File: config.mk
export PLATFORM = sky130hd
export DESIGN_NAME = decimal_factorial_engine_top
export DESIGN_NICKNAME = d
export VERILOG_FILES = /design/src/rtl/fde_pkg.sv /design/src/rtl/fde_digit_ram.sv /design/src/rtl/fde_mul_unit.sv /design/src/rtl/fde_group_out.sv /design/src/rtl/decimal_factorial_engine_top.sv
export SDC_FILE = /design/constraint.sdc
export NUM_CORES = 2
export LEC_CHECK = 0
export BUFFER_PORTS_ARGS = -buffer_cell sky130_fd_sc_hd__buf_2
export CAP_MARGIN = 25
export CORE_ASPECT_RATIO = 0.6
export CORE_MARGIN = 1
export CORE_UTILIZATION = 42
export CTS_BUF_LIST = sky130_fd_sc_hd__clkbuf_8 sky130_fd_sc_hd__clkbuf_16
export DETAILED_ROUTE_END_ITERATION = 10
export PLACE_DENSITY = 0.6
export SLEW_MARGIN = 20
export SYNTH_ARGS = -nofsm -noshare
export SYNTH_HDL_FRONTEND = slang
export SYNTH_SLANG_ARGS = --single-unit
File: constraint.sdc
create_clock -name i_clk -period 14.6 [get_ports i_clk]
set_input_delay 1.46 -clock i_clk [delete_from_list [all_inputs] [get_ports i_clk]]
set_output_delay 1.46 -clock i_clk [all_outputs]
set_load 0.02 [all_outputs]
File: src/rtl/fde_pkg.sv
// shared types, widths and the divide-by-ten helper for the decimal factorial engine
// no dependencies; imported by every module of the block
package fde_pkg;

    localparam int MAX_DIGITS_DEF   = 256;
    localparam int GROUP_DIGITS_DEF = 16;

    localparam int N_W     = 8;   // width of the input number
    localparam int DIG_W   = 4;   // one bcd digit
    localparam int CNT_W   = 5;   // digit count of a group
    localparam int GROUP_W = 64;  // packed bcd group
    localparam int PROD_W  = 12;  // digit * multiplier + carry, at most 2549
    localparam int CARRY_W = 8;   // carry stays below the multiplier

    typedef struct packed {
        logic issue;      // digit read issued this cycle
        logic ext_step;   // peel one digit off the carry
        logic clr_carry;
    } t_mul_ctl;

    typedef struct packed {
        logic             wr;
        logic [DIG_W-1:0] wdata;
        logic             carry_nz;
        logic             busy;
    } t_mul_stat;

    typedef struct packed {
        logic             valid;
        logic [DIG_W-1:0] digit;
        logic             eog;
        logic             last;
        logic             ovf_push;
    } t_grp_req;

    typedef struct packed {
        logic [CARRY_W-1:0] q;
        logic [DIG_W-1:0]   r;
    } t_div10;

    // reciprocal multiply by 3277/32768, exact for values below 16384
    function automatic t_div10 fde_div10(input logic [PROD_W-1:0] v);
        logic [2*PROD_W-1:0] prod;
        logic [PROD_W-1:0]   q10;
        logic [PROD_W-1:0]   rem;
        t_div10              res;
        prod  = (2*PROD_W)'(v) * (2*PROD_W)'(3277);
        // quotient never exceeds 254 for the values fed in here
        res.q = prod[15+CARRY_W-1:15];
        q10   = {1'b0, res.q, 3'b000} + {3'b000, res.q, 1'b0};
        rem   = v - q10;
        res.r = rem[DIG_W-1:0];
        return res;
    endfunction

endpackage

File: src/rtl/fde_digit_ram.sv
// digit store: one write port, one read port with registered read data
// depends on fde_pkg for the digit width
module fde_digit_ram #(
    parameter int DEPTH = fde_pkg::MAX_DIGITS_DEF,
    parameter int AW    = $clog2(DEPTH)
) (
    input  logic                    i_clk,
    input  logic                    i_we,
    input  logic [AW-1:0]           i_waddr,
    input  logic [fde_pkg::DIG_W-1:0] i_wdata,
    input  logic [AW-1:0]           i_raddr,
    output logic [fde_pkg::DIG_W-1:0] o_rdata
);
    import fde_pkg::*;

    logic [DIG_W-1:0] r_mem [DEPTH];
    logic [DIG_W-1:0] r_rdata;

    always_ff @(posedge i_clk) begin
        if (i_we) begin
            r_mem[i_waddr] <= i_wdata;
        end
        r_rdata <= r_mem[i_raddr];
    end

    assign o_rdata = r_rdata;

endmodule

File: src/rtl/fde_mul_unit.sv
// digit-serial multiply stage: product register, carry register and divide by ten
// depends on fde_pkg for control structs and fde_div10
module fde_mul_unit #(
    parameter int AW = 8
) (
    input  logic                        i_clk,
    input  logic                        i_rst_n,
    input  fde_pkg::t_mul_ctl           i_ctl,
    input  logic [AW-1:0]               i_idx,
    input  logic [fde_pkg::DIG_W-1:0]   i_rdata,
    input  logic [fde_pkg::N_W-1:0]     i_mult,
    output fde_pkg::t_mul_stat          o_stat,
    output logic [AW-1:0]               o_wr_idx
);
    import fde_pkg::*;

    logic               r_v1;
    logic               r_v2;
    logic [AW-1:0]      r_idx1;
    logic [AW-1:0]      r_idx2;
    logic [PROD_W-1:0]  r_p;
    logic [CARRY_W-1:0] r_carry;
    logic [PROD_W-1:0]  v;
    t_div10             d;

    // during carry extension only the carry itself is split
    always_comb begin
        if (i_ctl.ext_step) begin
            v = PROD_W'(r_carry);
        end else begin
            v = r_p + PROD_W'(r_carry);
        end
        d = fde_div10(v);
    end

    always_ff @(posedge i_clk) begin
        r_idx1 <= i_idx;
        r_idx2 <= r_idx1;
        r_p    <= PROD_W'(i_rdata) * PROD_W'(i_mult);
        if (!i_rst_n) begin
            r_v1    <= 1'b0;
            r_v2    <= 1'b0;
            r_carry <= '0;
        end else begin
            r_v1 <= i_ctl.issue;
            r_v2 <= r_v1;
            if (i_ctl.clr_carry) begin
                r_carry <= '0;
            end else if (r_v2 || i_ctl.ext_step) begin
                r_carry <= d.q;
            end
        end
    end

    assign o_stat.wr       = r_v2 || i_ctl.ext_step;
    assign o_stat.wdata    = d.r;
    assign o_stat.carry_nz = (r_carry != '0);
    assign o_stat.busy     = r_v1 || r_v2;
    assign o_wr_idx        = r_idx2;

endmodule

File: src/rtl/fde_group_out.sv
// packs the digit stream into bcd groups and holds the result register
// depends on fde_pkg for the request struct and field widths
module fde_group_out (
    input  logic                          i_clk,
    input  logic                          i_rst_n,
    input  fde_pkg::t_grp_req             i_req,
    input  logic                          i_out_stall,
    output logic                          o_full,
    output logic                          o_out_valid,
    output logic [fde_pkg::GROUP_W-1:0]   o_digit_group,
    output logic [fde_pkg::CNT_W-1:0]     o_digit_count,
    output logic                          o_overflow,
    output logic                          o_last
);
    import fde_pkg::*;

    logic [GROUP_W-1:0] r_acc;
    logic [CNT_W-1:0]   r_cnt;
    logic               r_full;
    logic               r_acc_last;
    logic               r_acc_ovf;
    logic               r_out_valid;
    logic [GROUP_W-1:0] r_group;
    logic [CNT_W-1:0]   r_count;
    logic               r_ovf;
    logic               r_last;
    logic               xfer;

    assign xfer = r_full && (!r_out_valid || !i_out_stall);

    always_ff @(posedge i_clk) begin
        if (xfer) begin
            r_group <= r_acc;
            r_count <= r_cnt;
            r_ovf   <= r_acc_ovf;
            r_last  <= r_acc_last;
        end
        if (i_req.valid) begin
            if (r_cnt == '0) begin
                r_acc <= GROUP_W'(i_req.digit);
            end else begin
                r_acc <= {r_acc[GROUP_W-DIG_W-1:0], i_req.digit};
            end
            if (i_req.eog) begin
                r_acc_last <= i_req.last;
                r_acc_ovf  <= 1'b0;
            end
        end
        if (i_req.ovf_push) begin
            r_acc      <= '0;
            r_acc_last <= 1'b1;
            r_acc_ovf  <= 1'b1;
        end
        if (!i_rst_n) begin
            r_cnt       <= '0;
            r_full      <= 1'b0;
            r_out_valid <= 1'b0;
        end else begin
            if (xfer) begin
                r_out_valid <= 1'b1;
                r_full      <= 1'b0;
                r_cnt       <= '0;
            end else if (r_out_valid && !i_out_stall) begin
                r_out_valid <= 1'b0;
            end
            // new digits only arrive while the accumulator is free
            if (i_req.valid) begin
                r_cnt <= r_cnt + CNT_W'(1);
                if (i_req.eog) begin
                    r_full <= 1'b1;
                end
            end
            if (i_req.ovf_push) begin
                r_cnt  <= '0;
                r_full <= 1'b1;
            end
        end
    end

    assign o_full        = r_full;
    assign o_out_valid   = r_out_valid;
    assign o_digit_group = r_group;
    assign o_digit_count = r_count;
    assign o_overflow    = r_ovf;
    assign o_last        = r_last;

endmodule

File: src/rtl/decimal_factorial_engine_top.sv
// decimal factorial engine: one item at a time, n! built in a decimal digit memory
// steps: set to 1, per j=2..n multiply the digits in use and extend the carry,
// then emit by groups, one digit per cycle within a pass or a group; next n is
// taken when the last group left the accumulator or an overflow group entered it
// reset: synchronous, active low, clears control only; the digit memory is not
// cleared, every entry is written before it is read
module decimal_factorial_engine_top #(
    parameter int MAX_DIGITS   = fde_pkg::MAX_DIGITS_DEF,
    parameter int GROUP_DIGITS = fde_pkg::GROUP_DIGITS_DEF
) (
    input  logic                          i_clk,
    input  logic                          i_rst_n,
    input  logic                          i_in_valid,
    output logic                          o_in_stall,
    input  logic [fde_pkg::N_W-1:0]       i_n,
    output logic                          o_out_valid,
    input  logic                          i_out_stall,
    output logic [fde_pkg::GROUP_W-1:0]   o_digit_group,
    output logic [fde_pkg::CNT_W-1:0]     o_digit_count,
    output logic                          o_overflow,
    output logic                          o_last
);
    import fde_pkg::*;

    localparam int AW = $clog2(MAX_DIGITS);
    localparam logic [AW-1:0]    TOP_MAX    = AW'(MAX_DIGITS - 1);
    localparam logic [CNT_W-1:0] GRP_LEN    = CNT_W'(GROUP_DIGITS);
    localparam logic [CNT_W-1:0] PHASE_LAST = CNT_W'(GROUP_DIGITS - 1);
    localparam logic [CNT_W-1:0] PHASE_INIT = CNT_W'(1 % GROUP_DIGITS);

    typedef enum logic [2:0] {
        S_IDLE,
        S_INIT,
        S_MUL,
        S_DRAIN,
        S_EXT,
        S_OVF,
        S_GWAIT,
        S_EMIT
    } t_state;

    t_state           r_state;
    logic [N_W-1:0]   r_n;
    logic [N_W-1:0]   r_j;
    logic [AW-1:0]    r_top;
    logic [AW-1:0]    r_idx;
    logic [CNT_W-1:0] r_phase;
    logic [CNT_W-1:0] r_take;
    logic             r_first;
    logic             r_done;
    logic             r_e1;
    logic             r_e1_eog;
    logic             r_e1_last;

    logic [CNT_W-1:0] n_phase;
    logic [CNT_W-1:0] first_len;
    logic             emit_eog;
    logic             ext_step;
    logic             end_pass_emit;

    t_mul_ctl         mul_ctl;
    t_mul_stat        mul_stat;
    logic [AW-1:0]    mul_wr_idx;
    logic             ram_we;
    logic [AW-1:0]    ram_waddr;
    logic [DIG_W-1:0] ram_wdata;
    logic [DIG_W-1:0] ram_rdata;
    t_grp_req         grp_req;
    logic             grp_full;

    always_comb begin
        n_phase       = (r_phase == PHASE_LAST) ? '0 : r_phase + CNT_W'(1);
        first_len     = (r_phase == '0) ? GRP_LEN : r_phase;
        emit_eog      = (r_take == CNT_W'(1));
        ext_step      = (r_state == S_EXT) && mul_stat.carry_nz && (r_top != TOP_MAX);
        end_pass_emit = (r_j == r_n);

        mul_ctl.issue     = (r_state == S_MUL);
        mul_ctl.ext_step  = ext_step;
        mul_ctl.clr_carry = (r_state == S_INIT);

        ram_we = (r_state == S_INIT) || mul_stat.wr;
        if (r_state == S_INIT) begin
            ram_waddr = '0;
            ram_wdata = DIG_W'(1);
        end else if (ext_step) begin
            ram_waddr = r_top + AW'(1);
            ram_wdata = mul_stat.wdata;
        end else begin
            ram_waddr = mul_wr_idx;
            ram_wdata = mul_stat.wdata;
        end

        grp_req.valid    = r_e1;
        grp_req.digit    = ram_rdata;
        grp_req.eog      = r_e1_eog;
        grp_req.last     = r_e1_last;
        grp_req.ovf_push = (r_state == S_OVF) && !grp_full;
    end

    always_ff @(posedge i_clk) begin
        if (!i_rst_n) begin
            r_state   <= S_IDLE;
            r_e1      <= 1'b0;
            r_e1_eog  <= 1'b0;
            r_e1_last <= 1'b0;
            r_done    <= 1'b0;
            r_first   <= 1'b0;
            r_top     <= '0;
            r_phase   <= '0;
        end else begin
            r_e1      <= (r_state == S_EMIT);
            r_e1_eog  <= emit_eog;
            r_e1_last <= emit_eog && (r_idx == '0);
            case (r_state)
                S_IDLE: begin
                    if (i_in_valid) begin
                        r_n     <= i_n;
                        r_state <= S_INIT;
                    end
                end
                S_INIT: begin
                    r_top   <= '0;
                    r_phase <= PHASE_INIT;
                    r_j     <= N_W'(2);
                    r_idx   <= '0;
                    if (r_n < N_W'(2)) begin
                        r_first <= 1'b1;
                        r_done  <= 1'b0;
                        r_state <= S_GWAIT;
                    end else begin
                        r_state <= S_MUL;
                    end
                end
                S_MUL: begin
                    if (r_idx == r_top) begin
                        r_state <= S_DRAIN;
                    end else begin
                        r_idx <= r_idx + AW'(1);
                    end
                end
                S_DRAIN: begin
                    if (!mul_stat.busy) begin
                        r_state <= S_EXT;
                    end
                end
                S_EXT: begin
                    if (mul_stat.carry_nz) begin
                        if (r_top == TOP_MAX) begin
                            r_state <= S_OVF;
                        end else begin
                            r_top   <= r_top + AW'(1);
                            r_phase <= n_phase;
                        end
                    end else if (end_pass_emit) begin
                        r_idx   <= r_top;
                        r_first <= 1'b1;
                        r_done  <= 1'b0;
                        r_state <= S_GWAIT;
                    end else begin
                        r_j     <= r_j + N_W'(1);
                        r_idx   <= '0;
                        r_state <= S_MUL;
                    end
                end
                S_OVF: begin
                    if (!grp_full) begin
                        r_state <= S_IDLE;
                    end
                end
                S_GWAIT: begin
                    // wait for the previous group to leave the accumulator
                    if (!r_e1 && !grp_full) begin
                        if (r_done) begin
                            r_state <= S_IDLE;
                        end else begin
                            r_take  <= r_first ? first_len : GRP_LEN;
                            r_first <= 1'b0;
                            r_state <= S_EMIT;
                        end
                    end
                end
                S_EMIT: begin
                    r_take <= r_take - CNT_W'(1);
                    if (r_idx != '0) begin
                        r_idx <= r_idx - AW'(1);
                    end
                    if (emit_eog) begin
                        r_state <= S_GWAIT;
                        if (r_idx == '0) begin
                            r_done <= 1'b1;
                        end
                    end
                end
                default: begin
                    r_state <= S_IDLE;
                end
            endcase
        end
    end

    assign o_in_stall = (r_state != S_IDLE);

    fde_digit_ram #(
        .DEPTH (MAX_DIGITS),
        .AW    (AW)
    ) u_ram (
        .i_clk   (i_clk),
        .i_we    (ram_we),
        .i_waddr (ram_waddr),
        .i_wdata (ram_wdata),
        .i_raddr (r_idx),
        .o_rdata (ram_rdata)
    );

    fde_mul_unit #(
        .AW (AW)
    ) u_mul (
        .i_clk    (i_clk),
        .i_rst_n  (i_rst_n),
        .i_ctl    (mul_ctl),
        .i_idx    (r_idx),
        .i_rdata  (ram_rdata),
        .i_mult   (r_j),
        .o_stat   (mul_stat),
        .o_wr_idx (mul_wr_idx)
    );

    fde_group_out u_out (
        .i_clk         (i_clk),
        .i_rst_n       (i_rst_n),
        .i_req         (grp_req),
        .i_out_stall   (i_out_stall),
        .o_full        (grp_full),
        .o_out_valid   (o_out_valid),
        .o_digit_group (o_digit_group),
        .o_digit_count (o_digit_count),
        .o_overflow    (o_overflow),
        .o_last        (o_last)
    );

    a_ovf_shape: assert property (@(posedge i_clk) disable iff (!i_rst_n)
        o_out_valid && o_overflow |-> o_last && (o_digit_count == '0)
            && (o_digit_group == '0))
        else $error("overflow request with payload");

    a_count_range: assert property (@(posedge i_clk) disable iff (!i_rst_n)
        o_out_valid && !o_overflow |-> (o_digit_count != '0) && (o_digit_count <= GRP_LEN))
        else $error("group digit count out of range");

    a_idx_in_use: assert property (@(posedge i_clk) disable iff (!i_rst_n)
        (r_state == S_MUL) |-> (r_idx <= r_top))
        else $error("multiply pass past top digit");

    a_no_overrun: assert property (@(posedge i_clk) disable iff (!i_rst_n)
        r_e1 |-> !grp_full)
        else $error("digit arrived while accumulator full");

endmodule
# Word-level counts from Yosys, hierarchy flattened
# Memory sizes are Yosys's and may differ from the RTL's. A register that Yosys moved wholly into a read port is not among the register bits.
# Index checks and enable logic that the tools add are counted.
word_totals:
  ff_bits: 232
  ram_bits: 1024
  in_bits: 12
  out_inout_bits: 73
  elab_cells: 172
  mem_count: 1
memory_table:
  columns: ["name", "words", "word_bits", "read_ports", "rd_clocked_by_memory_dff", "wr", "line", "rtl"]
  rows:
  - ["u_ram.r_mem", 256, 4, 1, 1, 1, "fde_digit_ram.sv:16", "logic [DIG_W-1:0] r_mem [DEPTH];"]
classes:
  n_addsub: 10
  multipliers: 2
  n_lt_le_gt_ge: 1
  n_eq_ne: 30
  mux: 59
  bitwise_logic: 1
  reduce_logical: 40
ops:
  columns: ["operator", "count"]
  rows:
  - ["2-to-1 mux 8 bit", 10]
  - ["2-to-1 mux 64 bit", 1]
  - ["2-to-1 mux 5 bit", 9]
  - ["2-to-1 mux 3 bit", 11]
  - ["one-hot mux 8 bit (2 select lines)", 2]
  - ["one-hot mux 8 bit (4 select lines)", 1]
  - ["!= test 2 bit (second input constant)", 13]
  - ["adder 8 x 1 -> 8 bit (second input constant)", 3]
  - ["one-hot mux 3 bit (8 select lines)", 1]
  - ["multiplier 12 x 12 -> 23 bit (second input constant)", 1]
  - ["one-hot mux 5 bit (2 select lines)", 2]
  - ["2-to-1 mux 1 bit", 18]
  - ["equality test 8 bit", 2]
  - ["nonzero test 8 bit", 2]
  - ["adder 12 x 8 -> 12 bit", 1]
  - ["equality test 3 bit (second input constant)", 4]
  - ["multiplier 4 x 8 -> 12 bit", 1]
  - ["2-to-1 mux 12 bit", 1]
  - ["AND reduction 6 bit", 2]
  - ["adder 5 x 1 -> 5 bit (second input constant)", 2]
  - ["logical NOT 5 bit", 2]
  - ["nonzero test 3 bit", 3]
  - ["equality test 8 bit (second input constant)", 1]
  - ["logical NOT 8 bit", 1]
  - ["other kinds (27)", 49]

# Depth between registers and ports, before layout
depth:
  ltp_word: 8
  ltp_mapped: 31
  ltp_nobuf: 31

# Cells and area by module
# A second synthesis with hierarchy kept.
hier_totals:
  hier_cells: 3320
  hier_area_um2: 54334.6
by_module_without_submodules:
  columns: ["mod", "n_inst", "cells_per_inst", "area_per_inst_um2", "seq_area_each_um2"]
  rows:
  - ["fde_digit_ram", 1, 2051, 40675.3, 30829.6]
  - ["fde_group_out", 1, 391, 5612.9, 3593.4]
  - ["fde_mul_unit", 1, 529, 4927.2, 760.7]
  - ["decimal_factorial_engine_top", 1, 349, 3119.2, 1291.2]

# Least setup slack after synthesis
# No wires, ideal clock.
synth_timing:
  kind: "register to register"
  from: "reg r_top[1]"
  to: "mem u_ram.r_mem[0][1] (data pin)"
  setup_ns: 1.573
  arrival_ns: 12.859
  required_ns: 13.027
  setup_slack_ns: 0.168
  stages_incl_launch_ff: 27
  n_path_buf: 4
  synth_period_minus_slack_ns: 14.432
  cell_sequence: "dfxtp_1 ha_1 and3_4 and3_1 buf_6 a311o_4 buf_6 clkbuf_1 clkbuf_1 nor2_1 a21oi_1 ha_1 inv_1 fa_1 inv_1 fa_1 fa_1 inv_1 fa_1 inv_1 ha_1 a21o_1 a21oi_1 a211o_1 o311ai_0 or2_2 a21oi_1"
synth_via:
  elab_chain_len: 7
synth_lines:
  columns: ["element", "line", "rtl"]
  rows:
  - ["start: declaration", "decimal_factorial_engine_top.sv:45", "logic [AW-1:0] r_top;"]
  - ["start signal: assignment", "decimal_factorial_engine_top.sv:152", "r_top <= r_top + AW'(1);"]
  - ["!= test 8 bit (*)", "decimal_factorial_engine_top.sv:75", "ext_step = (r_state == S_EXT) && mul_stat.carry_nz && (r_top != TOP_MAX);"]
  - ["logical AND 1 bit (*)", "decimal_factorial_engine_top.sv:75", null]
  - ["2-to-1 mux 12 bit (*)", "fde_mul_unit.sv:28", "if (i_ctl.ext_step) begin"]
  - ["multiplier 12 x 12 -> 23 bit", "fde_pkg.sv:47", "prod = (2*PROD_W)'(v) * (2*PROD_W)'(3277);"]
  - ["adder 4 bit", "fde_pkg.sv:50", "q10 = {1'b0, res.q, 3'b000} + {3'b000, res.q, 1'b0};"]
  - ["subtractor 4 bit (*)", "fde_pkg.sv:51", "rem = v - q10;"]
  - ["2-to-1 mux 4 bit (*)", "decimal_factorial_engine_top.sv:83", "if (r_state == S_INIT) begin"]
  - ["via ram_wdata[1]", "decimal_factorial_engine_top.sv:66", "logic [DIG_W-1:0] ram_wdata;"]
  - ["end: declaration", "fde_digit_ram.sv:16", null]
# The timed path passes the listed nets; every way through them passes the cells marked *.

# Worst setup path in the final report
layout_timing:
  from: "reg r_state[2]"
  to: "mem u_ram.r_mem[57][2] (data pin)"
layout_via:
  elab_chain_len: 8
  word_cells_on_any_way: 9
  classes_between: "add/sub: 2; mul: 1; eq/ne: 2; mux: 2; reduce/logical: 2"
layout_lines:
  columns: ["element", "line", "rtl"]
  rows:
  - ["start: declaration", "decimal_factorial_engine_top.sv:42", "t_state r_state;"]
  - ["start signal: assignment", "decimal_factorial_engine_top.sv:103", "r_state <= S_IDLE;"]
  - ["start signal: assignment", "decimal_factorial_engine_top.sv:119", "r_state <= S_INIT;"]
  - ["start signal: assignment", "decimal_factorial_engine_top.sv:130", "r_state <= S_GWAIT;"]
  - ["equality test 3 bit", "decimal_factorial_engine_top.sv:75", null]
  - ["logical AND 1 bit (2 in series)", "decimal_factorial_engine_top.sv:75", null]
  - ["2-to-1 mux 12 bit", "fde_mul_unit.sv:28", null]
  - ["multiplier 12 x 12 -> 23 bit", "fde_pkg.sv:47", null]
  - ["adder 4 bit", "fde_pkg.sv:50", null]
  - ["subtractor 4 bit", "fde_pkg.sv:51", null]
  - ["2-to-1 mux 4 bit (*)", "decimal_factorial_engine_top.sv:83", null]
  - ["via ram_wdata[2]", "decimal_factorial_engine_top.sv:66", null]
# Marks and branches as above.

==> metrics.md <==
| Metric | Value |
|---|---|
| Outcome | finished clean |
| Fraction of layout instances using a drive strength above 1 | 18.0% |
| Num Clock Sinks | 1260 |
| Post-synthesis cell count | 3350 |
| Post-placement cell count | 4989 |
| Top cell type's share of synthesized area | 62.7% |
| Initial Util | 42.4% |
| All-Layer GR Usage | 21.2% |
| Crit path DAT | 10.57 ns |
| CP Buf/Inv Count | 7 |
| R2R Setup Slk | 4.44 ns |
| Critical Path Fanout Max | 78 |
| Post-synth ARST share | 0% |
| Crit path launch type | flip-flop |
| Global route overflow | 0 |
| Critical-path cell list | nor2b_1, nand2b_1, a311o_4, mux2i_1, inv_1, ha_1, inv_1, fa_1, inv_1, fa_1, fa_1, inv_1, fa_1, inv_1, ha_1, a21o_1, a21oi_1, nand2_1, o311ai_0, nand2_1, xnor2_1, nor2_4, buf_4, buf_4 |
| Max-slew headroom | 11.8% |
| R2R cell count | 24 |
| Net Count, Synth | 3534 |
| CP most frequent cell | inv_1 |
| Hold buffers post-CTS | 0 |
| CORE AREA | 0.127 sq mm |
| Via Count | 29500 |
| Row cnt | 101 |
| Max Fclk | 98.5 MHz |
| CTS Buf Count | 111 |
| Antenna Nets Post-Route | 0 |
| TNS Setup | 0 ns |
| Clock-pin slew on the worst setup and hold paths | 0.07 ns |
| Remaining DRCs | 0 |
| Clock root buffer | clkbuf_16 |
| Via density | 5.66 |
| Avg WL per Cell | 26.3 um |
| Delay-heaviest family, CP | adder cells |
| Final Hold Violating Endpoints | 0 |
| Synth Cell Area | 0.0538 sq mm |
| Clock period minus worst slack | 10.16 ns |
| Final setup viols | 0 |
| Slowest cell on crit path | o311ai_0 |
| Synth warn | 0 |
| Initial antenna violation count | 5 |
| Largest net degree at the start of global routing | 256 |
| Clock Skew | 0.0516 ns |
| Hold path cells | 0 |
| Port bufs | 84 |
| Die area | 0.130 sq mm |
| H-tree Lvls | 3 |
| Unrepaired setup endpoints after global routing | no |
| Seq/Total Area, Yosys | 67.8% |
| CTS tree | yes |
| Die height | 279 um |
| FILL cells | 10800 |
| DRT Pass-1 Iters | 5 |
| Placer Congestion | 0.843 |
| Synth unique cells | 82 |
| Kind of critical path | reg -> reg |
| Max-slew violation count | 0 |
| Post-DP HPWL | 85.5 mm |
| CP required | 15.01 ns |
| Ys flop type | edfxtp_1 |
| Fin crit share | 69.6% |
| Max-cap violations | 0 |
| Nets | 3591 |
| Post-synth EDFFs | 1124 |
| Post_cts resized | 0 |
| CP endpoint kind | flip-flop |
| Worst Tran Pin Value | 1.32 ns |
| CTS Buffer Depth | 3 |
| WP depth | 24 |
| Vias in the first global route | 28600 |
| Hold Path Class | reg -> reg |
| CP max stage delay | 0.82 ns |
| Area Growth Syn to Fin | 11.1% |
| Flops & latches, synth | 1260 |
| Setup repair bufs after CTS | 0 |
| Fin cells | 5203 |
| DRT Wirelength | 137 mm |
| First DRT Iteration DRCs | 3741 |
| Chip Width | 464 um |
| Clock latency on the worst-skew pair | 0.74 ns |
| Mean Syn Cell Area | 16.1 sq um |
| I/O Pins | 85 |
| First-pass GRT wire length | 201 mm |
| Dominant cells by area after synthesis | edfxtp_1 63%, mux4_2 10%, dfxtp_1 5.1%, nor2_1 3.0%, ha_1 2.8% |
| Leading area contributor after synthesis | edfxtp_1 |
==> cells in the final DEF, fill, tap and decap left out, types with 9 or more instances in the layout <==
cell / Yosys / final
a211oi_1: 12 / 12
a21o_1: 13 / 13
a21oi_1: 142 / 141
a221oi_1: 15 / 15
a22o_1: 9 / 9
a22oi_1: 13 / 13
a31oi_1: 14 / 14
and2_1: 17 / 17
buf_2: 49 / 84
buf_4: 25 / 38
bufinv_16: 0 / 17
clkbuf_16: 0 / 114
clkinv_1: 2 / 19
clkinv_2: 0 / 20
dfxtp_1: 136 / 135
edfxtp_1: 1124 / 1124
fa_1: 52 / 52
ha_1: 120 / 120
inv_1: 118 / 136
mux2_2: 13 / 13
mux2i_1: 74 / 74
mux4_2: 243 / 243
nand2_1: 141 / 140
nand2_2: 11 / 11
nand2b_1: 11 / 10
nand2b_4: 15 / 15
nand3_1: 36 / 36
nor2_1: 436 / 432
nor2b_1: 73 / 72
nor3_1: 25 / 25
o21ai_0: 53 / 53
o21bai_1: 10 / 10
o221ai_1: 17 / 17
o22ai_1: 18 / 18
or2_1: 11 / 11
or2_2: 9 / 9
xnor2_1: 45 / 45
xor2_1: 28 / 28
==> cells in the mapped netlist, types with 8 or more instances <==
| cell type | instances |
|---|---|
| edfxtp_1 | 1124 |
| nor2_1 | 436 |
| mux4_2 | 243 |
| a21oi_1 | 142 |
| nand2_1 | 141 |
| dfxtp_1 | 136 |
| ha_1 | 120 |
| inv_1 | 118 |
| clkbuf_1 | 84 |
| mux2i_1 | 74 |
| nor2b_1 | 73 |
| o21ai_0 | 53 |
| fa_1 | 52 |
| buf_2 | 49 |
| xnor2_1 | 45 |
| nand3_1 | 36 |
| xor2_1 | 28 |
| buf_4 | 25 |
| nor3_1 | 25 |
| o22ai_1 | 18 |
| and2_1 | 17 |
| buf_6 | 17 |
| o221ai_1 | 17 |
| a221oi_1 | 15 |
| nand2b_4 | 15 |
| a31oi_1 | 14 |
| a21o_1 | 13 |
| a22oi_1 | 13 |
| buf_1 | 13 |
| mux2_2 | 13 |
| a211oi_1 | 12 |
| nand2_2 | 11 |
| nand2b_1 | 11 |
| or2_1 | 11 |
| o21bai_1 | 10 |
| a22o_1 | 9 |
| or2_2 | 9 |
| nor4_1 | 8 |
| o211ai_1 | 8 |
==> flip-flops by register name (all words and copies together) (netlist names), 4 cells and up <==
name / count
u_mul.r_carry: 8
u_out.o_digit_count: 5
u_out.r_acc: 64
u_out.r_cnt: 5
r_phase: 5
r_take: 5
u_mul.r_idx1: 8
r_n: 8
u_ram.r_mem: 1024
r_idx: 8
r_j: 8
u_out.o_digit_group: 64
r_top: 8
u_mul.o_wr_idx: 8
u_ram.o_rdata: 4
u_mul.r_p: 12
==> cell type report <==
cell class	instances	area (sq um)	area share [%]
diodes	1	2.50	0.00419
clock buffers	119	2920	4.89
clock inverters	90	955	1.60
inverters	120	452	0.756
multi-input cells	1781	15900	26.6
flip-flops and latches	1260	36500	61.1
well taps	1699	2130	3.56
repair buffers	133	896	1.50
==> kinds of logic (layout without fill, tap and decap cells) <==
| kind of cell | Yosys count | after routing | synth area share [%] |
|---|---|---|---|
| mux | 331 | 331 | 11.8 |
| other cells | 0 | 1 | 0 |
| xor+xnor | 74 | 74 | 1.22 |
| compound gates | 364 | 364 | 4.37 |
| simple gates | 840 | 840 | 7.33 |
| fa+ha+maj | 172 | 172 | 4.73 |
| flops | 1260 | 1260 | 67.8 |
| buf+inv | 309 | 462 | 2.70 |
==> routing by layer <==
| metal | global-route usage (%) | share of wire (%) |
|---|---|---|
| met4 | 4.64 | 2.0 |
| met2 | 27.0 | 39 |
| met5 | 0.702 | 0.093 |
| met3 | 7.38 | 12 |
| met1 | 33.7 | 47 |
==> final timing paths <==
kind	startpoint	end
setup / recovery	r_state[2]$_SDFFE_PN0P_	u_ram.r_mem[57][2]$_DFFE_PP_
setup reg to reg	r_state[2]$_SDFFE_PN0P_	u_ram.r_mem[57][2]$_DFFE_PP_
hold reg to reg	u_mul.r_idx1[0]$_DFF_P_	u_mul.o_wr_idx[0]$_DFF_P_
hold / removal	u_mul.r_idx1[0]$_DFF_P_	u_mul.o_wr_idx[0]$_DFF_P_
==> per-stage QoR <==
step	area (sq um)	utilization, %	setup slack (ns)	hold WS, ns
after global placement	55800	44.0	4.89	0.310
final	59700	47.1	4.44	0.303
after CTS	59700	47.1	4.52	0.290
after global routing	59700	47.1	3.77	0.299
after floorplan	53800	-	0.168	0.310
after detailed placement	55800	44.0	4.55	0.312
Power is left out: the tool's default activity adds up to more than one toggle a clock period on the data nets, which glitch-free logic cannot reach.
